`src/rtl/spo_modulo.sv`:
```
// Bit-serial remainder unit: one quotient bit per cycle over a 32-bit dividend.
// Does not use spo_pkg; standalone.
module spo_modulo #(
  parameter int DIV_W = 17
) (
  input  logic             clk,
  input  logic             rst,
  input  logic             start,
  input  logic [31:0]      dividend,
  input  logic [DIV_W-1:0] divisor,
  output logic             done,
  output logic [DIV_W-1:0] remainder
);
  logic [31:0]    dvd;
  logic [DIV_W:0] rem;
  logic [5:0]     cnt;
  logic           busy;
  logic [DIV_W:0] shifted;
  logic [DIV_W:0] diff;

  assign shifted = {rem[DIV_W-1:0], dvd[31]};
  assign diff    = shifted - {1'b0, divisor};

  always_ff @(posedge clk) begin
    if (rst) begin
      busy <= 1'b0;
      done <= 1'b0;
      cnt  <= '0;
    end else begin
      done <= 1'b0;
      if (start) begin
        busy <= 1'b1;
        dvd  <= dividend;
        rem  <= '0;
        cnt  <= 6'd32;
      end else if (busy) begin
        dvd <= {dvd[30:0], 1'b0};
        rem <= diff[DIV_W] ? shifted : diff;
        cnt <= cnt - 6'd1;
        if (cnt == 6'd1) begin
          busy <= 1'b0;
          done <= 1'b1;
        end
      end
    end
  end

  assign remainder = rem[DIV_W-1:0];
endmodule

```
`config.mk`:
```
export PLATFORM = sky130hd
export DESIGN_NAME = spo_modulo
export DESIGN_NICKNAME = d
export VERILOG_FILES = /design/src/rtl/spo_modulo.sv
export SDC_FILE = /design/constraint.sdc
export NUM_CORES = 1
export LEC_CHECK = 0
export BUFFER_PORTS_ARGS = -buffer_cell sky130_fd_sc_hd__buf_2
export CAP_MARGIN = 20
export CORE_ASPECT_RATIO = 0.7
export CORE_MARGIN = 5
export CORE_UTILIZATION = 43
export DETAILED_ROUTE_END_ITERATION = 8
export SLEW_MARGIN = 20
export SYNTH_ARGS = -nofsm -noshare
export SYNTH_HDL_FRONTEND = slang
export SYNTH_SLANG_ARGS = --single-unit
```
`constraint.sdc`:
```
create_clock -name clk -period 4.8 [get_ports clk]
set_clock_uncertainty 0.2 [all_clocks]
set_input_delay 0.96 -clock clk [delete_from_list [all_inputs] [get_ports clk]]
set_output_delay 0.96 -clock clk [all_outputs]
set_load 0.01 [all_outputs]
```
* Word level (Yosys, flattened, before mapping)
Index checks and enable logic that the tools add are counted.
W data, S select, Z words.
** Storage, ports and cells
- Register bits :: 57
- Bits in latches :: 0
- Bits in writable memories :: 0
- Memory bits (read-only) :: 0
- Output and inout port bits :: 18
- Logic and storage cells :: 25
- Memories kept :: 0
** Operators by class
- $add $sub $neg :: 2
- Multipliers :: 0
- Divide/modulo/power cells :: 0
- Order comparisons :: 0
- Equal/unequal tests :: 1
- Shift-type cells :: 0
- Muxes and demuxes :: 10
- Bitwise operators :: 2
- Reductions and logical operators :: 4
** Operator list (number)
- $mux W32 :: 2
- $mux W17 :: 2
- $sub A18 B17 Y18 :: 1
- $mux W6 :: 2
- $eq A6 B1 Y1 const B :: 1
- $sub A6 B1 Y6 const B :: 1
- $mux W1 :: 4
- $reduce_or A3 Y1 :: 1
- $not A1 Y1 :: 2
- $reduce_and A2 Y1 :: 1
- $reduce_bool A2 Y1 :: 1
- $reduce_or A2 Y1 :: 1

* Longest topological paths before layout
Gate-level depths: netlist of the first run.
- Depth after elaboration :: 4
- Depth in mapped cells :: 11

* Least setup slack after synthesis of the first run
Ideal clock, no wire load.
- Kind :: in2reg
- From :: in start
- To :: reg dvd[0], enable pin
- Setup time :: 474 ps
- Data arrival time :: 3752 ps
- Data required time :: 4126 ps
- Path slack :: 374 ps
- Cell stages on the path :: 3
- Buffers on the path :: 1
- Path through :: clkbuf_1 inv_1 a21oi_1
** On the way
- Longest elaborated chain between the ends :: 2
** Ends and longest elaborated chain
- from (decl) :: RTL line 8 : input logic start,
- $reduce_bool A2 Y1 (no source line)
- $reduce_and A2 Y1 (no source line)
- to (signal assigned) :: RTL line 33 : dvd <= dividend;
- to (signal assigned) :: RTL line 37 : dvd <= {dvd[30:0], 1'b0};
- to (decl) :: RTL line 14 : logic [31:0] dvd;
No other way between the ends.
A chain may end at the register's enable or synchronous reset.

* Final worst setup path of the first run
- From :: in divisor[12]
- To :: reg rem[16] (data pin)
** On the way
- Longest elaborated chain between the ends :: 3
** Ends and longest elaborated chain
- from (decl) :: RTL line 10 : input logic [DIV_W-1:0] divisor,
- $sub A18 B17 Y18 :: RTL line 22 : assign diff = shifted - {1'b0, divisor};
- $mux W17 :: RTL line 38 : rem <= diff[DIV_W] ? shifted : diff;
- $mux W17 :: RTL line 36 : end else if (busy) begin
- to (signal assigned) :: RTL line 38
- to (decl) :: RTL line 15 : logic [DIV_W:0] rem;
No other way between the ends. The select of a mux whose other input is x is not followed.

==> reports/metrics.cfg, run 1 <==
[worst_setup_path]
cpMaxStageDelayCell=or4b_2
r2r-start=rem[11]
crit_top_cell=nand4_1
cp-end-kind=register
crit_arrival_ns=3.43
path_cells=buf_2, inv_1, ha_1, and2_2, nand4_1, or3_1, a211oi_2, o211ai_2, buf_4, or4b_2, nand4_1
startpoint_type=input pin
rr_worst_depth=9
rr_endpoint=rem[16]
rrSetupSlack_ns=1.66
worstPathRequired_ns=4.77
path_max_fanout=18
cpPeakStageDelay_ns=0.62
critPathKind=in -> reg

[clocking]
clockBufferDepth=2
cts_resized=0
post_cts_buffers=0
clk_pin_slew_ns=0.06
cts_sinks=57
cts_buffers=9
clock-root-buffer=clkbuf_16
htree_levels=3
cts_tree=built
cts_hold_buf=0
clock_latency_ns=0.31

[routing]
drtIter0Drc=103
wl_mm=7.49
route.vias.total=2605
ant_nets=0
dr.pass1.iters=4
drc=0
wl_per_cell_um=15.0
vias_per_cell=5.23

[floorplan]
dieArea_sq_um=9990
die_h_um=85.1
rows=27
start_util_pct=44.0
pin_count=70
core_area_sq_um=7870
die_w_um=117

[timing]
setup_violations=0
rsz0062_at_grt=false
maxSlewViolCount=0
fmax_mhz=290
worst_pin_slew_ns=1.03
max_slew_margin_pct=30.9
hold_viol_final=0
period_share_pct=71.9
min_period_ns=3.45
tns_ns=0

[synth]
synth_area_sq_um=3470
ys_seq_area_share_pct=47.1
yosysUniqueCellTypes=51
async_flop_share_pct=0
yosysTopAreaCell=edfxtp_1
synthTopCellsByArea=edfxtp_1 42%, mux2_2 10%, ha_1 6.9%
synth-edff-count=49
ys_seq_elements=57
syn_nets=392
synth_ff_type=edfxtp_1
synth_top_area_share_pct=42.4
syn_inst=320
syn_avg_cell_area_sq_um=10.8
yosysWarnings=0

[global_routing]
grt_start_max_net_pins=54
grt_pass1_vias=2588
grt_busiest_layer=met2
met3_usage_pct=3.80
grt-ovfl-total=0
grt_pass1_wl_mm=12.4
grt.met2_usage_pct=22.4
grtUsageMet1_pct=22.1
grt_usage_pct=15.1
antenna_found_initial=0

[min_path]
worstHoldPathType=reg -> reg
min_from=cnt[0]
min_path_cells=2
hold_end=cnt[0]

[finish]
drive_gt1_share_pct=33.2
antenna_cells=0
final_common_cell=buf_2
final_core_util_pct=54.2
final_cell_mix=69 x buf_2, 49 x edfxtp_1, 32 x mux2_2
fill_cells=714
area_delta_synth_final_pct=23.0
nets=464

[placed_design]
gp_congestion=0.813
post-dp-hpwl_mm=5.50
io_buffers=69

[pwr]
peakVddDrop_uv=200
p_per_area_nw_per_um2=389
leakagePower_nw=1.80

[outcome]
run_status=finished clean

[flow_run]
drv_cap=0

## metrics by stage
step                power, W  instance area, sq um  worst slack, ns  hold WS, ns  std cells
finish               0.00166                  4260             1.35        0.280        498
global route         0.00175                  4260             1.20        0.321        498
CTS                  0.00168                  4260             1.35        0.283        498
detailed placement  0.000978                  3930             1.03        0.274        482
global placement    0.000972                  3930             1.10        0.269        482
floorplan           0.000880                  3470            0.374        0.254        320
## report_power, final
part	internal [W]	switching (W)
logic	0.000166	0.000193
registers	0.000589	0.0000191
clock network	0.000469	0.000223
total	0.00122	0.000436
## registers in the layout (all words and copies together), names as in the netlist
signal	cells
dvd	32
rem	17
cnt	6
busy	1
done	1
## layer usage
metal	share of wire, %	up-vias
li1	-	1330
met1	53	1214
met2	41	59
met3	5.0	2
met4	0.44	0
met5	0	-
## critical path, delay by kind of cell
kind / cells / cell delay (ns)
compound gates: 2 / 0.30
fa+ha+maj: 1 / 0.34
buf+inv: 3 / 0.33
simple gates: 5 / 1.49
## worst max path at each step
stage,startpoint,to,slack [ns]
after global placement,divisor[12],rem[16],1.10
after global routing,divisor[12],rem[16],1.20
after CTS,divisor[12],rem[16],1.35
after detailed placement,divisor[12],rem[16],1.03
final,divisor[12],rem[16],1.35
after floorplan,start,dvd[0],0.37
## synthesized netlist by cell type (3+ instances only)
master    instances
a21o_1            7
o21ai_0          13
mux2i_1          10
and3_1            3
xnor2_1           9
a31oi_1           5
dfxtp_1           8
inv_1            24
nor2_1           26
nand2b_1          4
edfxtp_1         49
ha_1             19
a21oi_1          20
nand3_1           4
mux2_2           32
nand2_1          17
nor2b_1           4
clkbuf_1         11
o21a_1            4
nor3_1           11
## area by class of cell
cell class / instances / area, sq um / area share, %
inverters: 24 / 90.1 / 2.11
clock inverters: 6 / 91.3 / 2.14
flip-flops and latches: 57 / 1630 / 38.3
multi-input cells: 226 / 1700 / 39.9
clock buffers: 10 / 239 / 5.60
well taps: 101 / 126 / 2.96
repair buffers: 74 / 383 / 8.98
## cell families after synthesis
kind of cell / Yosys count / share of synthesized area (%)
AOI/OAI and AO/OA: 67 / 13.0
DFF: 57 / 47.1
buffers and inverters: 37 / 4.15
muxes: 42 / 13.3
xor gates and xnor gates: 11 / 2.78
and+or+nand+nor: 86 / 12.3
adders and majority gates: 20 / 7.43
Note: power is estimated with default switching activity, not from simulation.
==> run 2, diff against run 1 <==
==> constraint.sdc (replaced) <==
create_clock -name clk -period 3.19 [get_ports clk]
set_clock_uncertainty 0.2 [all_clocks]
set_input_delay 0.638 -clock clk [delete_from_list [all_inputs] [get_ports clk]]
set_output_delay 0.638 -clock clk [all_outputs]
set_load 0.01 [all_outputs]
==> run 2 against run 1 <==
Against the previous run: utilization grew 1.8 points; sequential share of layout area fell by 1.3 points; die area stayed put; non-clock buffer count increased by 25; global-route usage grew 1.1 points; cell count increased by 5.0%; register-to-register slack worse by 1.5 ns; critical path type is now reg -> reg; largest cell class unchanged.
==> reports/metrics.cfg, run 2 (synthesis results as in run 1) <==
[finish]
final_cell_mix=69 x buf_2, 49 x edfxtp_1, 32 x mux2_2  ; unchanged
top_register=dvd  ; unchanged
area_delta_synth_final_pct=27.2  ; was 23.0%
nets=489  ; was 464
stdcell_count=523  ; was 498
final_core_util_pct=56.0  ; was 54.2%
antenna_cells=0  ; unchanged
final_common_cell=buf_2  ; unchanged
fill_cells=723  ; was 714
drive_gt1_share_pct=36.5  ; was 33.2%
reg.largest.list=dvd (32), rem (17), cnt (6)  ; unchanged
largest_register_ffs=32  ; unchanged

[worst_setup_path]
crit_arrival_ns=2.97  ; was 3.43 ns
rr_endpoint=rem[14]  ; was rem[16]
worstPathRequired_ns=3.16  ; was 4.77 ns
critPathKind=reg -> reg  ; was in -> reg
cpPeakStageDelay_ns=0.46  ; was 0.62 ns
cp-end-kind=register  ; unchanged
path_delay_family=simple AND/OR/NAND/NOR gates  ; unchanged
crit_buf_inv=1  ; was 3
cpMaxStageDelayCell=or3b_2  ; was or4b_2
rrSetupSlack_ns=0.18  ; was 1.66 ns
path_max_fanout=8  ; was 18
path_cells=ha_1, and2_2, nand4_1, or3_1, a211oi_2, o211ai_2, buf_4, or3b_2, a21oi_1  ; was buf_2, inv_1, ha_1, and2_2, nand4_1, or3_1, a211oi_2, o211ai_2, buf_4, or4b_2, nand4_1
rr_worst_depth=9  ; unchanged
r2r-start=rem[11]  ; unchanged
startpoint_type=register  ; was input pin

[routing]
wl_per_cell_um=14.7  ; was 15.0 um
vias_per_cell=5.15  ; was 5.23
ant_nets=0  ; unchanged
drtIter0Drc=133  ; was 103
wl_mm=7.69  ; was 7.49 mm
route.vias.total=2691  ; was 2,605
drc=0  ; unchanged
dr.pass1.iters=4  ; unchanged

[clocking]
cts_resized=0  ; unchanged
clock-root-buffer=clkbuf_16  ; unchanged
clk_pin_slew_ns=0.05  ; was 0.06 ns
post_cts_buffers=0  ; unchanged
clock_latency_ns=0.32  ; was 0.31 ns
cts_sinks=57  ; unchanged
cts_tree=built  ; unchanged
htree_levels=3  ; unchanged
cts_buffers=9  ; unchanged
cts_hold_buf=0  ; unchanged
clockBufferDepth=2  ; unchanged

[floorplan]
rows=27  ; unchanged
die_w_um=117  ; unchanged
die_h_um=85.1  ; unchanged
start_util_pct=44.0  ; unchanged
pin_count=70  ; unchanged
core_area_sq_um=7870  ; unchanged
dieArea_sq_um=9990  ; unchanged

[timing]
fmax_mhz=332
hold_viol_final=0  ; unchanged
setup_slack_ns=0.182  ; was 1.35 ns
max_slew_margin_pct=69.5  ; was 30.9%
period_share_pct=94.3
rsz0062_at_grt=false  ; unchanged
maxSlewViolCount=0  ; unchanged
min_period_ns=3.01
setup_violations=0  ; unchanged
whs_ns=0.286  ; was 0.280 ns
worst_pin_slew_ns=0.458  ; was 1.03 ns

[min_path]
worstHoldPathType=reg -> reg  ; unchanged
min_from=cnt[0]  ; unchanged
min_path_cells=2  ; unchanged
hold_end=cnt[0]  ; unchanged

[placed_design]
placed_cells=507  ; was 482
post-dp-hpwl_mm=5.69  ; was 5.50 mm
preCtsSetupSlack_ns=-0.106  ; was 1.03 ns
io_buffers=69  ; unchanged
gp_congestion=0.868  ; was 0.813

[global_routing]
antenna_found_initial=0  ; unchanged
grt_start_max_net_pins=38  ; was 54
grt_usage_pct=16.2  ; was 15.1%
grt_pass1_vias=2805  ; was 2,588
grt_pass1_wl_mm=13.1  ; was 12.4 mm
grt-ovfl-total=0  ; unchanged

[pwr]
leakagePower_nw=1.91  ; was 1.80 nW
p_per_area_nw_per_um2=553  ; was 389 nW/um^2
peakVddDrop_uv=345  ; was 200 uV

[outcome]
run_status=finished clean  ; unchanged

[flow_run]
drv_cap=0  ; unchanged

run 2: cell count changes in the layout (fill, tap and decap cells not counted), sizes merged:
| cell | delta |
|---|---|
| buf | +25 |
| clkinv | +3 |
| clkinvlp | -2 |
| bufinv | -1 |
run 2: final cells by class:
class / instances / area [sq um] / share of cell area [%]
multi-input cells: 226 / 1700 / 38.6
clock inverters: 6 / 58.8 / 1.33
repair buffers: 99 / 571 / 12.9
well taps: 101 / 126 / 2.87
clock buffers: 10 / 229 / 5.19
flip-flops and latches: 57 / 1630 / 37.0
inverters: 24 / 90.1 / 2.04
run 2: power breakdown:
| group | internal [W] | switching [W] |
|---|---|---|
| sequential | 0.000887 | 0.0000310 |
| clock | 0.000598 | 0.000328 |
| combinational | 0.000295 | 0.000299 |
run 2: per-stage QoR:
step / instance area [sq um] / setup TNS, ns / total power, W
CTS: 4410 / 0 / 0.00247
finish: 4410 / 0 / 0.00244
global placement: 4120 / -0.112 / 0.00152
floorplan: 3470 / 0 / 0.00132
detailed placement: 4120 / -0.811 / 0.00153
global route: 4410 / 0 / 0.00258
run 2: worst max-delay path by stage:
stage                      from      end  slack [ns]  depth (start not counted)
floorplan           divisor[12]   rem[2]        0.11                         10
global placement     divisor[0]  rem[14]       -0.04                         10
finish                  rem[11]  rem[14]        0.18                          9
global route            rem[10]   rem[3]        0.07                          9
detailed placement  divisor[12]  rem[12]       -0.11                         11
CTS                     rem[11]  rem[12]        0.17                          9
run 2: layer usage:
metal,track usage [%],vias to the layer above,share of wire [%]
met5,0,-,0
met4,5.48,0,1.2
met3,6.26,9,8.0
met2,24.3,74,43
met1,21.5,1231,48
li1,-,1377,-
run 2: tightest hold or removal path, delay by kind of cell (launching register included):
family / cells / cell delay (ns)
flops: 1 / 0.32
compound gates: 1 / 0.05
simple gates: 1 / 0.06
==> run 3, diff against run 2 <==
--- a/config.mk
+++ b/config.mk
@@ -5,11 +5,12 @@
 export SDC_FILE = /design/constraint.sdc
 export NUM_CORES = 1
 export LEC_CHECK = 0
+export ABC_AREA = 1
 export BUFFER_PORTS_ARGS = -buffer_cell sky130_fd_sc_hd__buf_2
 export CAP_MARGIN = 20
 export CORE_ASPECT_RATIO = 0.7
 export CORE_MARGIN = 5
-export CORE_UTILIZATION = 43
+export CORE_UTILIZATION = 41
 export DETAILED_ROUTE_END_ITERATION = 8
 export SLEW_MARGIN = 20
 export SYNTH_ARGS = -nofsm -noshare
==> run 3 against run 2 <==
Against the previous run: critical endpoint is now rem[1]; largest cell class unchanged; synthesized area grew 8.1%; setup slack gained 0.42 ns; final area grew 2.3%; via count grew 19%; cell count grew 32%; worst hold slack gained 0.0057 ns; critical path depth grew 3; highest routed layer unchanged; register-to-register slack gained 0.42 ns; first-iteration DRC count grew 84%.
==> reports/metrics.cfg, run 3 <==
[synth]
yosys-top-cells-count=180 x nand2_1, 63 x inv_1, 49 x edfxtp_1  ; was 49 x edfxtp_1, 32 x mux2_2, 26 x nor2_1
synth-edff-count=49  ; unchanged
synthTopCellsByArea=edfxtp_1 39%, nand2_1 18%, ha_1 6.3%  ; was edfxtp_1 42%, mux2_2 10%, ha_1 6.9%
synth_ff_type=edfxtp_1  ; unchanged
ys_seq_area_share_pct=43.5  ; was 47.1%
syn_nets=562  ; was 392
yosysUniqueCellTypes=34  ; was 51
synth_area_sq_um=3750  ; was 3470 sq um
async_flop_share_pct=0  ; unchanged
ys_seq_elements=57  ; unchanged
yosysWarnings=0  ; unchanged
syn_avg_cell_area_sq_um=7.65  ; was 10.8 sq um
syn_inst=490  ; was 320
synth_most_common_cell=nand2_1  ; was edfxtp_1
yosysTopAreaCell=edfxtp_1  ; unchanged
synth_top_area_share_pct=39.3  ; was 42.4%

[worst_setup_path]
startpoint_type=register  ; unchanged
crit_arrival_ns=2.58  ; was 2.97 ns
cp-end-kind=register  ; unchanged
path_max_fanout=15  ; was 8
critPathKind=reg -> reg  ; unchanged
worstPathRequired_ns=3.17  ; was 3.16 ns

[finish]
final_core_util_pct=50.1  ; was 56.0%
ff_latch_area_sq_um=1630  ; unchanged
reg.largest.list=dvd (32), rem (17), cnt (6)  ; unchanged
final_common_cell=nand2_1  ; was buf_2
final_area_sq_um=4510  ; was 4410 sq um
largest_register_ffs=32  ; unchanged
top_register=dvd  ; unchanged
area_delta_synth_final_pct=20.4  ; was 27.2%
multi_input_area_sq_um=1810  ; was 1700 sq um
drive_gt1_share_pct=20.7  ; was 36.5%
antenna_cells=0  ; unchanged
stdcell_count=690  ; was 523
fill_cells=908  ; was 723
final_cell_mix=180 x nand2_1, 69 x buf_2, 63 x inv_1  ; was 69 x buf_2, 49 x edfxtp_1, 32 x mux2_2
nets=633  ; was 489

[clocking]
cts_hold_buf=0  ; unchanged
cts_resized=0  ; unchanged
post_cts_buffers=0  ; unchanged
clock-root-buffer=clkbuf_16  ; unchanged
clockBufferDepth=2  ; unchanged
htree_levels=3  ; unchanged
clock_latency_ns=0.33  ; was 0.32 ns
cts_buffers=9  ; unchanged
cts_tree=built  ; unchanged
cts_sinks=57  ; unchanged
clk_pin_slew_ns=0.06  ; was 0.05 ns

[routing]
dr.pass1.iters=5  ; was 4
ant_nets=0  ; unchanged
vias_per_cell=4.62  ; was 5.15
drtIter0Drc=245  ; was 133
drc=0  ; unchanged
wl_mm=8.82  ; was 7.69 mm
route.vias.total=3189  ; was 2,691
wl_per_cell_um=12.8  ; was 14.7 um

[placed_design]
placed_cells=674  ; was 507
preCtsSetupSlack_ns=0.302  ; was -0.106 ns
post-dp-hpwl_mm=6.40  ; was 5.69 mm
placed_area_sq_um=4220  ; was 4120 sq um
gp_congestion=0.902  ; was 0.868
io_buffers=69  ; unchanged

[pwr]
p_sw_w=0.000759  ; was 0.000659 W
swShare_pct=30.9  ; was 27.0%
p_int_w=0.00170  ; was 0.00178 W
p_per_area_nw_per_um2=545  ; was 553 nW/um^2
seq_power_share_pct=37.4  ; was 37.6%
p_clk_share_pct=38.1  ; was 38.0%
peakVddDrop_uv=252  ; was 345 uV
power_frac_comb_pct=24.5  ; was 24.4%
leakagePower_nw=2.31  ; was 1.91 nW

[timing]
rsz0062_at_grt=false  ; unchanged
period_share_pct=81.3  ; was 94.3%
setup_violations=0  ; unchanged
maxSlewViolCount=0  ; unchanged
min_period_ns=2.59  ; was 3.01 ns
hold_viol_final=0  ; unchanged
worst_pin_slew_ns=0.523  ; was 0.458 ns
setup_slack_ns=0.598  ; was 0.182 ns
max_slew_margin_pct=65.1  ; was 69.5%
tns_ns=0  ; unchanged
fmax_mhz=386  ; was 332 MHz

[floorplan]
start_util_pct=41.6  ; was 44.0%
pin_count=70  ; unchanged
dieArea_sq_um=11200  ; was 9990 sq um
die_w_um=124  ; was 117 um
die_h_um=90.0  ; was 85.1 um
rows=29  ; was 27
core_area_sq_um=9000  ; was 7870 sq um

[global_routing]
grt_pass1_vias=3119  ; was 2,805
grt-ovfl-total=0  ; unchanged
antenna_found_initial=0  ; unchanged
grt_pass1_wl_mm=14.7  ; was 13.1 mm
grt_start_max_net_pins=51  ; was 38
grt_usage_pct=16.0  ; was 16.2%

[flow_run]
drv_cap=0  ; unchanged

[min_path]
worstHoldPathType=reg -> reg  ; unchanged

[outcome]
run_status=finished clean  ; unchanged

## run 3: cell count changes after synthesis, moves of 6 or more
cell / previous run / this run
a21o_1: 7 / 0
inv_1: 24 / 63
mux2_2: 32 / 0
mux2i_1: 10 / 0
nand2_1: 17 / 180
nand2_4: 0 / 6
nand3_1: 4 / 32
nor2_1: 26 / 47
nor2_2: 0 / 12
xnor2_1: 9 / 2
## run 3: power by group through the flow
stage / sequential, W / combinational, W / clock, W
after floorplan: 0.000939 / 0.000448 / 0
after global placement: 0.000933 / 0.000600 / 0
after detailed placement: 0.000935 / 0.000602 / 0
after CTS: 0.000921 / 0.000606 / 0.000958
after global routing: 0.000927 / 0.000685 / 0.000989
final: 0.000921 / 0.000602 / 0.000937
## run 3: area by class of cell
class | count | area share (%)
clock inverters | 7 | 1.36
inverters | 67 | 5.58
clock buffers | 9 | 4.99
well taps | 124 | 3.44
repair buffers | 72 | 8.43
multi-input cells | 354 | 40.0
flip-flops and latches | 57 | 36.2
## run 3: stage by stage
step | power [W] | hold slack (ns)
3_5_place_dp | 0.00154 | 0.284
2_1_floorplan | 0.00139 | 0.256
6_report | 0.00246 | 0.292
4_1_cts | 0.00249 | 0.292
5_1_grt | 0.00260 | 0.328
3_3_place_gp | 0.00153 | 0.277
## run 3: kinds of logic after synthesis
family	after synthesis	synth area share (%)
simple gates	296	34.5
buf+inv	79	8.58
flops	57	43.5
compound gates	29	4.41
fa+ha+maj	20	6.88
xor+xnor	9	2.10
## run 3: critical path, cell delays in order (launching register included)
cell	delay, ns
edfxtp_1	0.48
ha_1	0.39
nand2_1	0.14
inv_1	0.05
nand2_1	0.06
nand2_1	0.06
nand2_1	0.07
nand3_2	0.13
nand2_4	0.12
nand3_2	0.32
nand2_1	0.25
nor2_1	0.06
nor2_1	0.12
## run 3: final timing paths
check	slack, ns	end	startpoint	depth (start not counted)
worst max-delay path	0.60	rem[1]	rem[2]	12
worst min-delay path	0.29	cnt[0]	cnt[0]	2
worst max register to register	0.60	rem[1]	rem[2]	12
worst min register to register	0.29	cnt[0]	cnt[0]	2
## run 3: layer usage
metal	vias to the layer above	track usage (%)	wire length [um]
li1	1689	-	-
met5	-	0	0
met3	9	4.09	417
met1	1416	23.0	4560
met2	75	23.7	3750
met4	0	5.02	93
